`config.mk`:
```
export PLATFORM = sky130hd
export DESIGN_NAME = three_way_pixel_diff_tally
export DESIGN_NICKNAME = d
export VERILOG_FILES = /design/src/rtl/core/pdt_pkg.sv /design/src/rtl/core/pdt_delta.sv /design/src/rtl/core/pdt_accum.sv /design/src/rtl/core/pdt_report.sv /design/src/rtl/core/three_way_pixel_diff_tally.sv
export SDC_FILE = /design/constraint.sdc
export NUM_CORES = 2
export LEC_CHECK = 0
export BUFFER_PORTS_ARGS = -buffer_cell sky130_fd_sc_hd__buf_2
export CORE_AREA = 4 4 429 431
export CTS_BUF_LIST = sky130_fd_sc_hd__clkbuf_2
export CTS_CLUSTER_DIAMETER = 50
export DETAILED_ROUTE_END_ITERATION = 10
export DIE_AREA = 0 0 433 435
export PLACE_DENSITY = 0.45
export SYNTH_ARGS = -nofsm -noshare
export SYNTH_HDL_FRONTEND = slang
export SYNTH_HIERARCHICAL = 1
export SYNTH_SLANG_ARGS = --single-unit
```
`constraint.sdc`:
```
create_clock -name clk -period 18.1 [get_ports clk]
set_clock_uncertainty 0.05 [all_clocks]
set_input_delay 0.905 -clock clk [delete_from_list [all_inputs] [get_ports clk]]
set_output_delay 0.905 -clock clk [all_outputs]
set_load 0.01 [all_outputs]
```
`src/rtl/core/pdt_pkg.sv`:
```
// Shared types, constants and helper functions for the three-way pixel diff tally.
package pdt_pkg;

    localparam int RECT_SIDE_MAX = 2048;
    localparam int COL_W   = (RECT_SIDE_MAX > 2) ? $clog2(RECT_SIDE_MAX) : 1;
    localparam int SIDE_W  = COL_W + 1;
    localparam int RW_W    = 12;
    localparam int ORG_W   = 11;
    localparam int POS_W   = 12;
    localparam int CMP_W   = (SIDE_W > RW_W) ? SIDE_W : RW_W;
    localparam int SUM_W   = ((COL_W > ORG_W) ? COL_W : ORG_W) + 1;
    localparam int VAL_W   = 32;
    localparam int CNT_W   = 23;
    localparam int NUM_BUCKETS = 5;
    localparam int BKT_W   = 3;
    localparam int LANES   = 4;
    localparam int CFG_W   = 12;

    localparam logic [SIDE_W-1:0] SIDE_MAX = SIDE_W'(RECT_SIDE_MAX);

    localparam logic [1:0] METRIC_RAW   = 2'd0;
    localparam logic [1:0] METRIC_LANE8 = 2'd1;
    localparam logic [1:0] METRIC_5551  = 2'd2;

    localparam logic [BKT_W-1:0] BKT_ONE   = 3'd0;
    localparam logic [BKT_W-1:0] BKT_TWO   = 3'd1;
    localparam logic [BKT_W-1:0] BKT_LT16  = 3'd2;
    localparam logic [BKT_W-1:0] BKT_LT128 = 3'd3;
    localparam logic [BKT_W-1:0] BKT_HIGH  = 3'd4;

    localparam logic [4:0] LANE5551_SHIFT [LANES] = '{5'd0, 5'd5, 5'd10, 5'd15};
    localparam logic [4:0] LANE5551_MASK  [LANES] = '{5'd31, 5'd31, 5'd31, 5'd1};
    localparam logic [7:0] LANE5551_SCALE [LANES] = '{8'd8, 8'd8, 8'd8, 8'd255};

    typedef enum logic [1:0] {
        CFG_METRIC     = 2'd0,
        CFG_RECT_WIDTH = 2'd1,
        CFG_ORIGIN_X   = 2'd2,
        CFG_ORIGIN_Y   = 2'd3
    } cfg_idx_t;

    typedef enum logic [1:0] {
        REC_MOVERS = 2'd0,
        REC_HIST   = 2'd1,
        REC_FIRST  = 2'd2
    } rec_kind_t;

    typedef enum logic [1:0] {
        MOVER_FIRST  = 2'd0,
        MOVER_SECOND = 2'd1,
        MOVER_BOTH   = 2'd2
    } mover_t;

    typedef struct packed {
        logic [VAL_W-1:0] pre_value;
        logic [VAL_W-1:0] sw_value;
        logic [VAL_W-1:0] gpu_value;
        logic             last_pixel;
    } pix_t;

    typedef struct packed {
        logic [1:0]       record;
        logic             run_end;
        logic [VAL_W-1:0] payload_a;
        logic [VAL_W-1:0] payload_b;
        logic [VAL_W-1:0] payload_c;
        logic [VAL_W-1:0] payload_d;
        logic [VAL_W-1:0] payload_e;
        logic [VAL_W-1:0] payload_f;
    } rec_t;

    typedef struct packed {
        logic [RW_W-1:0]  rect_width;
        logic [ORG_W-1:0] origin_x;
        logic [ORG_W-1:0] origin_y;
    } geom_t;

    typedef struct packed {
        logic             last;
        logic             diff;
        mover_t           mover;
        logic [VAL_W-1:0] delta;
        logic [VAL_W-1:0] pre_value;
        logic [VAL_W-1:0] sw_value;
        logic [VAL_W-1:0] gpu_value;
    } stage_t;

    typedef struct packed {
        logic [CNT_W-1:0]                  pixels_seen;
        logic [CNT_W-1:0]                  first_only;
        logic [CNT_W-1:0]                  second_only;
        logic [CNT_W-1:0]                  both_moved;
        logic [VAL_W-1:0]                  peak;
        logic [NUM_BUCKETS-1:0][CNT_W-1:0] buckets;
        logic                              first_found;
        logic [POS_W-1:0]                  first_col;
        logic [POS_W-1:0]                  first_row;
        logic [VAL_W-1:0]                  diff_pre;
        logic [VAL_W-1:0]                  diff_sw;
        logic [VAL_W-1:0]                  diff_gpu;
    } tally_t;

    function automatic logic [VAL_W-1:0] abs_diff32(input logic [VAL_W-1:0] a,
                                                    input logic [VAL_W-1:0] b);
        return (a > b) ? (a - b) : (b - a);
    endfunction

    function automatic logic [7:0] worst_lane8(input logic [VAL_W-1:0] a,
                                               input logic [VAL_W-1:0] b);
        logic [7:0] worst;
        logic [7:0] la;
        logic [7:0] lb;
        logic [7:0] d;
        worst = '0;
        for (int i = 0; i < LANES; i++)
        begin
            la = a[i*8 +: 8];
            lb = b[i*8 +: 8];
            d  = (la > lb) ? (la - lb) : (lb - la);
            if (d > worst)
            begin
                worst = d;
            end
        end
        return worst;
    endfunction

    function automatic logic [7:0] worst_lane5551(input logic [VAL_W-1:0] a,
                                                  input logic [VAL_W-1:0] b);
        logic [7:0]  worst;
        logic [4:0]  la;
        logic [4:0]  lb;
        logic [4:0]  d;
        logic [12:0] scaled;
        worst = '0;
        for (int i = 0; i < LANES; i++)
        begin
            la     = 5'(a >> LANE5551_SHIFT[i]) & LANE5551_MASK[i];
            lb     = 5'(b >> LANE5551_SHIFT[i]) & LANE5551_MASK[i];
            d      = (la > lb) ? (la - lb) : (lb - la);
            scaled = 13'(d) * 13'(LANE5551_SCALE[i]);
            if (scaled[7:0] > worst)
            begin
                worst = scaled[7:0];
            end
        end
        return worst;
    endfunction

endpackage

```
`src/rtl/core/pdt_delta.sv`:
```
// Input register and delta/mover classification stage.
module pdt_delta (
    input  logic           clk,
    input  logic           rst_n,
    input  logic           adv,
    input  logic           pix_valid,
    input  pdt_pkg::pix_t  pix,
    input  logic [1:0]     metric,
    output logic           stg_valid,
    output pdt_pkg::stage_t stg
);
    import pdt_pkg::*;

    logic   in_valid_reg;
    pix_t   in_reg;
    logic   stg_valid_reg;
    stage_t stg_reg;
    stage_t stg_next;

    always_ff @(posedge clk or negedge rst_n)
    begin
        if (!rst_n)
        begin
            in_valid_reg  <= 1'b0;
            stg_valid_reg <= 1'b0;
        end
        else if (adv)
        begin
            in_valid_reg  <= pix_valid;
            stg_valid_reg <= in_valid_reg;
        end
    end

    always_ff @(posedge clk)
    begin
        if (adv)
        begin
            in_reg  <= pix;
            stg_reg <= stg_next;
        end
    end

    always_comb
    begin
        stg_next.last      = in_reg.last_pixel;
        stg_next.diff      = (in_reg.sw_value != in_reg.gpu_value);
        stg_next.pre_value = in_reg.pre_value;
        stg_next.sw_value  = in_reg.sw_value;
        stg_next.gpu_value = in_reg.gpu_value;
        if (in_reg.sw_value == in_reg.pre_value)
        begin
            stg_next.mover = MOVER_SECOND;
        end
        else if (in_reg.gpu_value == in_reg.pre_value)
        begin
            stg_next.mover = MOVER_FIRST;
        end
        else
        begin
            stg_next.mover = MOVER_BOTH;
        end
        case (metric)
            METRIC_LANE8: stg_next.delta = VAL_W'(worst_lane8(in_reg.sw_value,
                                                              in_reg.gpu_value));
            METRIC_5551:  stg_next.delta = VAL_W'(worst_lane5551(in_reg.sw_value,
                                                                 in_reg.gpu_value));
            default:      stg_next.delta = abs_diff32(in_reg.sw_value, in_reg.gpu_value);
        endcase
    end

    assign stg_valid = stg_valid_reg;
    assign stg       = stg_reg;

endmodule

```
`src/rtl/core/pdt_accum.sv`:
```
// Tally accumulators, pixel position tracking and end-of-run snapshot.
module pdt_accum (
    input  logic            clk,
    input  logic            rst_n,
    input  logic            adv,
    input  logic            stg_valid,
    input  pdt_pkg::stage_t stg,
    input  pdt_pkg::geom_t  geom,
    output logic            snap_load,
    output pdt_pkg::tally_t snap
);
    import pdt_pkg::*;

    tally_t            tally_reg;
    tally_t            tally_next;
    logic [COL_W-1:0]  col_reg;
    logic [COL_W-1:0]  col_next;
    logic [COL_W-1:0]  row_reg;
    logic [COL_W-1:0]  row_next;
    logic [SIDE_W-1:0] col_inc;
    logic [SIDE_W-1:0] row_inc;
    logic              col_wrap;
    logic [BKT_W-1:0]  bucket;
    logic [SUM_W-1:0]  pos_x;
    logic [SUM_W-1:0]  pos_y;
    logic              step;

    assign step      = adv && stg_valid;
    assign snap_load = step && stg.last;

    always_comb
    begin
        if (stg.delta == VAL_W'(1))
        begin
            bucket = BKT_ONE;
        end
        else if (stg.delta == VAL_W'(2))
        begin
            bucket = BKT_TWO;
        end
        else if (stg.delta < VAL_W'(16))
        begin
            bucket = BKT_LT16;
        end
        else if (stg.delta < VAL_W'(128))
        begin
            bucket = BKT_LT128;
        end
        else
        begin
            bucket = BKT_HIGH;
        end
    end

    assign pos_x = SUM_W'(geom.origin_x) + SUM_W'(col_reg);
    assign pos_y = SUM_W'(geom.origin_y) + SUM_W'(row_reg);

    always_comb
    begin
        tally_next             = tally_reg;
        tally_next.pixels_seen = tally_reg.pixels_seen + CNT_W'(1);
        if (stg.diff)
        begin
            case (stg.mover)
                MOVER_SECOND: tally_next.second_only = tally_reg.second_only + CNT_W'(1);
                MOVER_FIRST:  tally_next.first_only  = tally_reg.first_only + CNT_W'(1);
                default:      tally_next.both_moved  = tally_reg.both_moved + CNT_W'(1);
            endcase
            if (stg.delta > tally_reg.peak)
            begin
                tally_next.peak = stg.delta;
            end
            for (int i = 0; i < NUM_BUCKETS; i++)
            begin
                if (bucket == BKT_W'(i))
                begin
                    tally_next.buckets[i] = tally_reg.buckets[i] + CNT_W'(1);
                end
            end
            if (!tally_reg.first_found)
            begin
                tally_next.first_found = 1'b1;
                tally_next.first_col   = pos_x[POS_W-1:0];
                tally_next.first_row   = pos_y[POS_W-1:0];
                tally_next.diff_pre    = stg.pre_value;
                tally_next.diff_sw     = stg.sw_value;
                tally_next.diff_gpu    = stg.gpu_value;
            end
        end
    end

    // column wraps at rect_width or the side limit; zero width acts as one
    always_comb
    begin
        col_inc  = SIDE_W'(col_reg) + SIDE_W'(1);
        row_inc  = SIDE_W'(row_reg) + SIDE_W'(1);
        col_wrap = (CMP_W'(col_inc) >= CMP_W'(geom.rect_width)) || (col_inc >= SIDE_MAX);
        if (col_wrap)
        begin
            col_next = '0;
            row_next = (row_inc >= SIDE_MAX) ? '0 : row_inc[COL_W-1:0];
        end
        else
        begin
            col_next = col_inc[COL_W-1:0];
            row_next = row_reg;
        end
    end

    always_ff @(posedge clk or negedge rst_n)
    begin
        if (!rst_n)
        begin
            tally_reg <= '0;
            col_reg   <= '0;
            row_reg   <= '0;
        end
        else if (step)
        begin
            if (stg.last)
            begin
                tally_reg <= '0;
                col_reg   <= '0;
                row_reg   <= '0;
            end
            else
            begin
                tally_reg <= tally_next;
                col_reg   <= col_next;
                row_reg   <= row_next;
            end
        end
    end

    assign snap = tally_next;

`ifndef SYNTHESIS
    a_clear_after_last: assert property (@(posedge clk) disable iff (!rst_n)
        snap_load |=> (tally_reg.pixels_seen == '0) && !tally_reg.first_found
                      && (col_reg == '0) && (row_reg == '0))
        else $error("tally not cleared after last pixel");

    a_first_zero_until_found: assert property (@(posedge clk) disable iff (!rst_n)
        !tally_reg.first_found |-> (tally_reg.diff_pre == '0) && (tally_reg.diff_sw == '0)
                                   && (tally_reg.diff_gpu == '0)
                                   && (tally_reg.first_col == '0))
        else $error("first-difference capture set without a found flag");

    a_peak_monotonic: assert property (@(posedge clk) disable iff (!rst_n)
        (step && !stg.last) |=> tally_reg.peak >= $past(tally_reg.peak))
        else $error("peak delta decreased within a run");
`endif

endmodule

```
`src/rtl/core/pdt_report.sv`:
```
// Report buffer that holds one run's snapshot and sends its three records.
module pdt_report (
    input  logic            clk,
    input  logic            rst_n,
    input  logic            snap_load,
    input  pdt_pkg::tally_t snap,
    output logic            rpt_free,
    output logic            rec_valid,
    input  logic            rec_ready,
    output pdt_pkg::rec_t   rec
);
    import pdt_pkg::*;

    tally_t    rpt_reg;
    logic      busy_reg;
    rec_kind_t idx_reg;
    logic      last_rec;

    assign last_rec = (idx_reg == REC_FIRST);
    assign rpt_free = !busy_reg || (rec_ready && last_rec);
    assign rec_valid = busy_reg;

    always_ff @(posedge clk or negedge rst_n)
    begin
        if (!rst_n)
        begin
            busy_reg <= 1'b0;
            idx_reg  <= REC_MOVERS;
        end
        else if (snap_load)
        begin
            busy_reg <= 1'b1;
            idx_reg  <= REC_MOVERS;
        end
        else if (busy_reg && rec_ready)
        begin
            unique case (idx_reg)
                REC_MOVERS: idx_reg <= REC_HIST;
                REC_HIST:   idx_reg <= REC_FIRST;
                default:
                begin
                    idx_reg  <= REC_MOVERS;
                    busy_reg <= 1'b0;
                end
            endcase
        end
    end

    always_ff @(posedge clk)
    begin
        if (snap_load)
        begin
            rpt_reg <= snap;
        end
    end

    always_comb
    begin
        rec.record  = idx_reg;
        rec.run_end = last_rec;
        unique case (idx_reg)
            REC_MOVERS:
            begin
                rec.payload_a = VAL_W'(rpt_reg.pixels_seen);
                rec.payload_b = VAL_W'(rpt_reg.first_only);
                rec.payload_c = VAL_W'(rpt_reg.second_only);
                rec.payload_d = VAL_W'(rpt_reg.both_moved);
                rec.payload_e = rpt_reg.peak;
                rec.payload_f = '0;
            end
            REC_HIST:
            begin
                rec.payload_a = VAL_W'(rpt_reg.buckets[0]);
                rec.payload_b = VAL_W'(rpt_reg.buckets[1]);
                rec.payload_c = VAL_W'(rpt_reg.buckets[2]);
                rec.payload_d = VAL_W'(rpt_reg.buckets[3]);
                rec.payload_e = VAL_W'(rpt_reg.buckets[4]);
                rec.payload_f = '0;
            end
            default:
            begin
                rec.payload_a = VAL_W'(rpt_reg.first_found);
                rec.payload_b = VAL_W'(rpt_reg.first_col);
                rec.payload_c = VAL_W'(rpt_reg.first_row);
                rec.payload_d = rpt_reg.diff_pre;
                rec.payload_e = rpt_reg.diff_sw;
                rec.payload_f = rpt_reg.diff_gpu;
            end
        endcase
    end

`ifndef SYNTHESIS
    a_no_overwrite: assert property (@(posedge clk) disable iff (!rst_n)
        snap_load |-> !busy_reg || (rec_ready && last_rec))
        else $error("snapshot loaded over an undelivered report");

    a_load_starts_report: assert property (@(posedge clk) disable iff (!rst_n)
        snap_load |=> busy_reg && (idx_reg == REC_MOVERS))
        else $error("report did not start with the mover record");

    a_done_after_first: assert property (@(posedge clk) disable iff (!rst_n)
        (busy_reg && rec_ready && last_rec && !snap_load) |=> !busy_reg)
        else $error("report still busy after its final record");

    a_idx_in_range: assert property (@(posedge clk) disable iff (!rst_n)
        busy_reg && rec_ready && !last_rec && !snap_load
            |=> (idx_reg == REC_HIST) || (idx_reg == REC_FIRST))
        else $error("record sequence skipped or repeated");
`endif

endmodule

```
`src/rtl/core/three_way_pixel_diff_tally.sv`:
```
// Top level of the three-way pixel diff tally: config registers and pipeline flow control.
//
//  channel | signals                              | direction | transaction
//  --------+--------------------------------------+-----------+------------------------------
//  pix     | pix_valid, pix_ready, pix            | in        | one pixel (pre, sw, gpu, last)
//  rec     | rec_valid, rec_ready, rec            | out       | one record, three per run
//  cfg     | cfg_valid, cfg_ready, cfg_index/data | in        | one register write
//
//  One pixel per clock unless stalled: input register, delta stage, accumulator
//  update. A run's last pixel is tallied once it leaves the delta stage; its
//  three records follow one per cycle from the report buffer while rec_ready is
//  high and new pixels keep flowing. The pipeline stalls only when a last pixel
//  reaches the accumulator while the previous run's records are still undelivered.
//  Reset clears all tallies and sets metric 1, width 1, origin 0,0.
module three_way_pixel_diff_tally (
    input  logic                                clk,
    input  logic                                rst_n,
    input  logic                                pix_valid,
    output logic                                pix_ready,
    input  pdt_pkg::pix_t                       pix,
    output logic                                rec_valid,
    input  logic                                rec_ready,
    output pdt_pkg::rec_t                       rec,
    input  logic                                cfg_valid,
    output logic                                cfg_ready,
    input  pdt_pkg::cfg_idx_t                   cfg_index,
    input  logic [pdt_pkg::CFG_W-1:0]           cfg_data
);
    import pdt_pkg::*;

    logic [1:0] metric_sel_reg;
    geom_t      geom_reg;
    logic       adv;
    logic       stall;
    logic       stg_valid;
    stage_t     stg;
    logic       snap_load;
    tally_t     snap;
    logic       rpt_free;

    assign cfg_ready = 1'b1;

    always_ff @(posedge clk or negedge rst_n)
    begin
        if (!rst_n)
        begin
            metric_sel_reg      <= METRIC_LANE8;
            geom_reg.rect_width <= RW_W'(1);
            geom_reg.origin_x   <= '0;
            geom_reg.origin_y   <= '0;
        end
        else if (cfg_valid)
        begin
            unique case (cfg_index)
                CFG_METRIC:     metric_sel_reg      <= cfg_data[1:0];
                CFG_RECT_WIDTH: geom_reg.rect_width <= cfg_data[RW_W-1:0];
                CFG_ORIGIN_X:   geom_reg.origin_x   <= cfg_data[ORG_W-1:0];
                CFG_ORIGIN_Y:   geom_reg.origin_y   <= cfg_data[ORG_W-1:0];
                default:        metric_sel_reg      <= metric_sel_reg;
            endcase
        end
    end

    assign stall     = stg_valid && stg.last && !rpt_free;
    assign adv       = !stall;
    assign pix_ready = adv;

    pdt_delta u_delta (
        .clk       (clk),
        .rst_n     (rst_n),
        .adv       (adv),
        .pix_valid (pix_valid),
        .pix       (pix),
        .metric    (metric_sel_reg),
        .stg_valid (stg_valid),
        .stg       (stg)
    );

    pdt_accum u_accum (
        .clk       (clk),
        .rst_n     (rst_n),
        .adv       (adv),
        .stg_valid (stg_valid),
        .stg       (stg),
        .geom      (geom_reg),
        .snap_load (snap_load),
        .snap      (snap)
    );

    pdt_report u_report (
        .clk       (clk),
        .rst_n     (rst_n),
        .snap_load (snap_load),
        .snap      (snap),
        .rpt_free  (rpt_free),
        .rec_valid (rec_valid),
        .rec_ready (rec_ready),
        .rec       (rec)
    );

`ifndef SYNTHESIS
    a_stall_only_on_last: assert property (@(posedge clk) disable iff (!rst_n)
        !pix_ready |-> stg_valid && stg.last && rec_valid)
        else $error("input stalled without a pending report");

    a_metric_written: assert property (@(posedge clk) disable iff (!rst_n)
        (cfg_valid && (cfg_index == CFG_METRIC))
            |=> (metric_sel_reg == $past(cfg_data[1:0])))
        else $error("metric write not taken");

    a_stall_holds_stage: assert property (@(posedge clk) disable iff (!rst_n)
        stall |=> stg_valid && stg.last)
        else $error("stalled last pixel lost from the accumulator stage");
`endif

endmodule

```
==> reports/metrics.cfg <==
[global_routing]
track_usage = 0.191
grt_pass1_vias = 41200
grt_overflow_total = 0
met1_usage = 0.253
antenna_found_initial = 3
use_met3 = 0.0343
grt_pass1_wl_um = 273000
use_met2 = 0.314
grt_max_degree = 175
grt.busiest_layer = met2

[sta]
relSlewSlack = 0.236
period_share = 0.475
tightest_slew_ps = 1140
setup_viol = 0
setup_slack_ps = 9500
hold_slack_ps = 379
max_freq_ghz = 0.116
fin_tns_setup_ps = 0
hold_viol = 0
grt_setup_unrepaired = no
finalCriticalPeriod_ps = 8600
finalMaxSlewViolations = 0

[synthesis]
synth_edf_count = 589
syn_inst = 4911
synth-seq-cells = 1012
ys_seq_area_frac = 0.526
synthArstFlopShare = 0.418
postSynthAreaPerCell_um2 = 11.0
syn-cell-area_um2 = 53800
ys.flop_type = edfxtp_1
yosysUniqueCellTypes = 104
yosysWarnings = 6

[setup_path]
cp_max_fo = 14
crit_arrival_ps = 9940
endpoint_kind = flop
cp_slowest_stage_delay_ps = 780
crit_top_cell = o21a_1
critical_path_class = reg2reg
startpoint_type = flop
slowest_stage = a21oi_1
crit_start = u_delta/in_reg[11]
r2r_start = u_delta/in_reg[11]
critPathRequiredTime_ps = 19430

[clock_network]
ctsHoldBuffers = 249
ctsLongestPathBuffers = 4
clk_pin_slew_worst_paths_ps = 110
cts_setup_buffers = 0
clk_latency_ps = 1750
cts_root_buf = clkbuf_2
clock_sinks = 1012
cts_buffers = 313
cts_resized = 0
cts_tree = built
htreeDepth = 5

[final_layout]
final_common_cell = nand2_1
mostFrequentLayoutCells = nand2_1 (672), edfxtp_1 (589), clkbuf_2 (487), dfrtp_1 (419), buf_2 (284)
nets = 5844
nFillCells = 18300
multiInputGateArea_um2 = 23500
area_growth_pct = 16.2
fin_area_um2 = 62500
register_area_um2 = 28300
final_layout_size_suffix_gt1_frac = 0.178

[drt]
viasPerCell = 5.03
routed_wirelength_um = 183000
ant_nets = 0
drt_first_pass_iters = 5
drc = 0
wl_per_cell_um = 22.5
drt_iter0_drc = 3036
vias = 40900

[placed_design]
place_ws_ps = 9560
port_buffers = 285
gp_congestion = 0.893
hpwl_um = 125000
placed_area_um2 = 57300

[power]
switching_share = 0.474
ir_drop_mv = 0.272
powerDensity_nw_per_um2 = 200
pwr-share-seq = 0.316
p_leak_nw = 26.3
power_frac_clock = 0.142
power.internal_mw = 6.58
p_comb_frac = 0.542
net-switching-power_mw = 5.91

[run]
drv_cap = 0

[die]
die_h_um = 435
die_width_um = 433
io_pins = 314
dieArea_um2 = 188000
row_count = 156
core_um2 = 180000
initial_utilization = 0.299

[worst_hold_path]
holdCritPathClass = reg2reg
hold_path.startpoint = u_delta/in_reg[0]

[outcome]
run_status = complete, no violations

==> critical path, delay by kind of cell (launching register included) <==
family / cells / cell delay [ps]
AOI/OAI and AO/OA: 19 / 3930
and+or+nand+nor: 5 / 540
buffers and inverters: 3 / 260
adders and majority gates: 4 / 1500
muxes: 4 / 1440
DFF: 1 / 490
==> Yosys cell counts, types with 27 or more instances <==
cell type,number,area share
dfrtp_1,421,0.20
mux2_2,97,0.020
a22o_1,158,0.026
a32o_1,38,0.0071
buf_4,41,0.0057
inv_1,190,0.013
o21ai_1,76,0.0071
xnor2_1,233,0.038
and2_1,104,0.012
nand2_1,674,0.047
nand3_1,132,0.012
nand4_1,86,0.010
mux2i_1,185,0.034
buf_1,28,0.0020
a21o_1,48,0.0067
nor2_1,153,0.011
a21oi_1,187,0.017
buf_2,33,0.0031
o21ai_0,265,0.025
edfxtp_1,589,0.33
clkbuf_1,195,0.014
o21a_1,27,0.0038
a41oi_1,29,0.0047
xor2_1,111,0.018
and4_1,34,0.0055
and3_1,61,0.0071
a31oi_1,58,0.0067
o31ai_1,127,0.018
ha_1,191,0.044
nor3_1,41,0.0038
==> per-stage QoR <==
step	power, mW	utilization	cells
5_1_grt	13.5	0.347	8123
4_1_cts	12.7	0.347	8120
3_5_place_dp	10.8	0.318	7329
3_3_place_gp	10.8	0.318	7329
6_report	12.5	0.347	8127
2_1_floorplan	8.58	-	4937
==> metal layers <==
layer / up-vias / share of wire
met5: - / 0.000071
met4: 2 / 0.029
met3: 252 / 0.050
met2: 1175 / 0.48
met1: 20200 / 0.44
li1: 19300 / -
==> worst paths after layout <==
kind | endpoint | slack (ps) | cells past startpoint
worst max-delay path | u_delta/stg[96] | 9500 | 35
worst min-delay path | u_delta/stg[131] | 380 | 0
worst max register to register | u_delta/stg[96] | 9500 | 35
worst min register to register | u_delta/stg[131] | 380 | 0
max in group asynchronous | u_accum/tally_reg[66] | 16010 | 5
min in group asynchronous | geom_reg[22] | 450 | 3
==> logic make-up after synthesis <==
kind of cell	Yosys count	synth area share
buffers and inverters	505	0.0412
adder cells (fa/ha/maj)	205	0.0496
AND/OR/NAND/NOR	1409	0.128
XOR/XNOR	344	0.0560
AO/OA/AOI/OAI	1150	0.145
flip-flops	1012	0.526
multiplexers	284	0.0553
other	2	0.000140
==> area by class of cell <==
class	instances	share of cell area
Sequential cell	1012	0.452
Multi-Input combinational cell	3420	0.375
Timing Repair Buffer	585	0.0698
Tap cell	2370	0.0474
Clock buffer	487	0.0390
Inverter	191	0.0116
Clock inverter	55	0.00402
Antenna cell	7	0.000280
==> power by group through the flow <==
stage               combinational (mW)  sequential, mW  clock, mW
floorplan                         4.72            3.86          0
global placement                  6.78            4.00          0
detailed placement                6.79            4.00          0
CTS                               6.87            3.96       1.87
global route                      7.51            4.02       2.00
finish                            6.77            3.95       1.77
No activity file was read; power rests on OpenSTA's default activity.
